### src/chc_pkg.sv
`timescale 1ns / 1ps
package chc_pkg;

  typedef enum logic [1:0] {
    OP_LOAD   = 2'd0,
    OP_BUILD  = 2'd1,
    OP_ENCODE = 2'd2,
    OP_DECODE = 2'd3
  } op_e;

  // One queued command.
  typedef struct packed {
    op_e        op;
    logic [7:0] sym;
    logic [4:0] len;
    logic       bit_v;
  } cmd_t;

  // One result transaction.
  typedef struct packed {
    logic [1:0]  kind;
    logic [2:0]  status;
    logic [7:0]  symbol;
    logic [15:0] code;
    logic [4:0]  code_len;
    logic        last;
  } res_t;

  localparam logic [1:0] KIND_BUILD  = 2'd0;
  localparam logic [1:0] KIND_ENCODE = 2'd1;
  localparam logic [1:0] KIND_DECODE = 2'd2;

  localparam logic [2:0] STS_OK        = 3'd0;
  localparam logic [2:0] STS_EMPTY     = 3'd1;
  localparam logic [2:0] STS_OVERSUB   = 3'd2;
  localparam logic [2:0] STS_TOO_LONG  = 3'd3;
  localparam logic [2:0] STS_DEAD      = 3'd4;
  localparam logic [2:0] STS_NOT_BUILT = 3'd5;

endpackage

### src/chc_front.sv
`timescale 1ns / 1ps
module chc_front import chc_pkg::*; (
  input  logic       clk_i,
  input  logic       rst_ni,
  input  logic       start,
  output logic       busy,
  input  logic [1:0] mode_i,
  input  logic [7:0] symbol_i,
  input  logic [4:0] code_length_i,
  input  logic       bit_req_i,
  input  logic       hold_i,
  input  logic       pop_i,
  output logic       cmd_valid_o,
  output cmd_t       cmd_o
);

  cmd_t       fifo_q [2];
  logic       wr_ptr_q, wr_ptr_d;
  logic       rd_ptr_q, rd_ptr_d;
  logic [1:0] count_q, count_d;
  logic       push;
  cmd_t       cmd_in;

  // The command is typed here so the back end only dispatches on the op.
  always_comb begin
    cmd_in.op    = op_e'(mode_i);
    cmd_in.sym   = symbol_i;
    cmd_in.len   = code_length_i;
    cmd_in.bit_v = bit_req_i;
  end

  assign busy        = (count_q == 2'd2) || hold_i;
  assign push        = start && !busy;
  assign cmd_valid_o = (count_q != 2'd0);
  assign cmd_o       = fifo_q[rd_ptr_q];

  always_comb begin
    wr_ptr_d = wr_ptr_q ^ push;
    rd_ptr_d = rd_ptr_q ^ pop_i;
    count_d  = count_q + {1'b0, push} - {1'b0, pop_i};
  end

  always_ff @(posedge clk_i or negedge rst_ni) begin
    if (!rst_ni) begin
      wr_ptr_q <= 1'b0;
      rd_ptr_q <= 1'b0;
      count_q  <= 2'd0;
    end else begin
      wr_ptr_q <= wr_ptr_d;
      rd_ptr_q <= rd_ptr_d;
      count_q  <= count_d;
    end
  end

  always_ff @(posedge clk_i) begin
    if (push) begin
      fifo_q[wr_ptr_q] <= cmd_in;
    end
  end

endmodule

### config.mk
export PLATFORM = sky130hd
export DESIGN_NAME = chc_front
export DESIGN_NICKNAME = d
export VERILOG_FILES = /design/src/chc_pkg.sv /design/src/chc_front.sv
export SDC_FILE = /design/constraint.sdc
export NUM_CORES = 1
export LEC_CHECK = 0
export BUFFER_PORTS_ARGS = -buffer_cell sky130_fd_sc_hd__buf_2
export CAP_MARGIN = 25
export CORE_UTILIZATION = 45
export DETAILED_ROUTE_END_ITERATION = 12
export PLACE_DENSITY = 0.7
export SYNTH_ARGS = -nofsm -noshare
export SYNTH_HDL_FRONTEND = slang
export SYNTH_SLANG_ARGS = --single-unit
### constraint.sdc
create_clock -name clk_i -period 1.6 [get_ports clk_i]
set_clock_uncertainty 0.05 [all_clocks]
set_input_delay 0.48 -clock clk_i [delete_from_list [all_inputs] [get_ports clk_i]]
set_output_delay 0.48 -clock clk_i [all_outputs]
set_load 0.005 [all_outputs]
==> run_results.csv <==
group,metric,value,unit
grt,overflow,0,
worst_hold_path,whs_endpoint,"fifo_q[1][6]",
timing,relSlewSlack,84.9,%
placement,gp_congestion,0.621,
detailed_routing,drc,0,
clock_tree,cts_root_buf,"clkbuf_4",
finish,layout.nets,146,
setup_path,crit_arrival,1.39,ns
floorplan,core,0.00303,mm^2
setup_path,timing.critical_path.buf_inv,2,
status,status,"finished, violations left",
clock_tree,clk_pin_slew_worst_paths,0.11,ns
setup_path,cp_top_family,"flip-flops",
power,leakagePower,0.831,nW
synthesis,synthTopCellsByCount,"32 x edfxtp_1, 9 x mux2_4, 7 x mux2_2",
timing,final-max-slew-violation-count,0,
detailed_routing,drtAntennaViolNets,0,
finish,antenna_cells,0,
worst_hold_path,min_delay_path_depth,1,
detailed_routing,routedWlPerCell,14.0,um
synthesis,synth_area_leader_cell,"edfxtp_1",
synthesis,yosysUniqueCellTypes,14,
grt,antenna_found_initial,0,
synthesis,avgSynthCellArea,20.7,um^2
finish,drive_gt1_share,61.5,%
setup_path,slowest_delay,0.46,ns
clock_tree,clock_sinks,36,
clock_tree,clk_path_buf_depth,2,
synthesis,yosysMostFrequentCell,"edfxtp_1",
grt,grt.total_usage,14.3,%
setup_path,end_kind,"primary output",
detailed_routing,drtIter0Drc,12,
detailed_routing,wl,2330,um
power,peakVddDrop,0.871,mV
grt,grt_pass1_vias,775,
placement,io_buffers,38,
floorplan,die_x,58.4,um
finish,final_area,0.00198,mm^2
setup_path,crit_path_max_fanout,8,
power,power.density,1530,mW/mm^2
synthesis,synth-edff-count,32,
timing,period_needed,1.92,ns
synthesis,synth_warnings,0,
synthesis,yosys-top-cells-area,"edfxtp_1 67%, mux2_4 9.5%, dfrtp_1 7.0%",
floorplan,io_pins,39,
floorplan,chipHeight,58.4,um
finish,area_growth,38.8,%
setup_path,path_class,"flip-flop to primary output",
detailed_routing,dr.pass1.iters,4,
clock_tree,htree_num_levels,2,
clock_tree,cts_buffers,5,
setup_path,crit_slowest_cell,"dfrtp_2",
setup_path,rr_endpoint,"count_q[1]",
synthesis,synth.top_cell.area_share,67.3,%
worst_hold_path,hp-class,"input port to flip-flop",
detailed_routing,vias,764,
synthesis,synthArstFlopShare,11.1,%
floorplan,start_util,47.2,%
setup_path,worst-path-stages,3,
synthesis,synth-main-ff-cell,"edfxtp_1",
setup_path,worst_setup_path_start_kind,"flip-flop",
timing,tns,-5.02,ns
placement,post_dp_cell_area,0.00170,mm^2
setup_path,rr_startpoint,"count_q[1]",
timing,rsz0062_at_grt,"yes",
timing,whs,0.279,ns
grt,grt_pass1_wl,3320,um
timing,tightest_slew,0.224,ns
clock_tree,clkLatencyLatePin,0.32,ns
status,violations,"setup timing",
setup_path,ff2ff_setup_slack,-0.03,ns
synthesis,syn-instance-count,69,
setup_path,required,1.07,ns
floorplan,num_rows,20,
synthesis,ys_seq_area_share,74.3,%
synthesis,synth_area,0.00143,mm^2
timing,hold_viol,0,
job,maxCapViolCount,0,
synthesis,syn_nets,94,
grt,grt_max_degree,17,
setup_path,path_cells,"clkbuf_16 -> mux2_4 -> buf_6",
timing,fin_ws,-0.322,ns
synthesis,ys_ff_latch,36,
worst_hold_path,hold_start,"symbol_i[0]",
timing,fmax,0.520,GHz
timing,min_period_over_period,120,%
clock_tree,cts_tree,"yes",
setup_path,reg2reg_depth,7,
finish,final_util,65.5,%
timing,setup_viol,18,
floorplan,dieArea,0.00340,mm^2
placement,hpwl,1480,um
detailed_routing,vias_per_cell,4.60,
## cells by family after synthesis
group | count (synthesis) | synth area share, %
simple gates | 5 | 2.45
fa+ha+maj | 4 | 3.50
mux | 16 | 15.0
flops | 36 | 74.3
buf+inv | 5 | 2.98
xor+xnor | 3 | 1.84
## area by class of cell
cell class                      instances  area [um^2]
Timing Repair Buffer                   47          422
Tap cell                               44         55.1
Sequential cell                        36         1060
Clock buffer                            5         37.5
Fill cell                             220         1040
Clock inverter                          3         13.8
Multi-Input combinational cell         28          382
Inverter                                3         11.3
## timing repair
action / in CTS / in global routing
endpoints found under the setup margin: 18 / 19
buffers inserted: 3 / 1
hold buffers: 1 / 0
gates cloned: 0 / 1
hold endpoints to repair: 4 / 0
resized for setup: 9 / 22
pin swaps: 0 / 6
## report_power, final
part	switching, mW	internal (mW)	leakage [nW]
clock	0.275	0.161	0.0324
combinational	0.449	0.866	0.461
sequential	0.0848	1.19	0.338
total	0.810	2.22	0.831
## state kept, by name, indices dropped and copies added, names as in the netlist
name and flops:
rd_ptr_q 1, wr_ptr_q 1, fifo_q 32, count_q 2
## through the flow
stage	worst slack, ns	cells	power, mW
6_report	-0.322	166	3.03
3_3_place_gp	-0.0178	152	2.09
5_1_grt	-0.373	166	3.19
3_5_place_dp	-0.0979	152	2.13
4_1_cts	-0.325	164	2.74
2_1_floorplan	0.00275	69	1.84
## worst max-delay path by stage
stage             start      endpoint  slack [ns]
6_report       rd_ptr_q     cmd_o[13]       -0.32
5_1_grt        rd_ptr_q     cmd_o[13]       -0.37
4_1_cts        rd_ptr_q      cmd_o[0]       -0.33
3_5_place_dp     hold_i    count_q[1]        -0.1
3_3_place_gp     hold_i    count_q[1]       -0.02
2_1_floorplan    hold_i  fifo_q[1][0]       0.003
## cells in the final DEF (no fill, tap or decap), drive strengths merged
cell | Yosys | final
clkbuf | 0 | 6
mux2 | 16 | 16
dlygate4sd3 | 0 | 1
or2 | 1 | 1
and3b | 1 | 1
xnor2 | 2 | 2
ha | 4 | 4
buf | 2 | 45
dfrtp | 4 | 4
xor2 | 1 | 1
nand2b | 2 | 2
nand3b | 1 | 1
inv | 3 | 3
edfxtp | 32 | 32
clkinv | 0 | 3
## per-layer routing
metal  global-route usage, %  vias to the layer above  wire length, um
li1                        -                      363                -
met1                    13.5                      368              888
met2                    26.1                       27             1260
met3                    7.03                        6              127
met4                    6.12                        0               54
met5                       0                        -                0
Power figures use the tool's default switching activity.
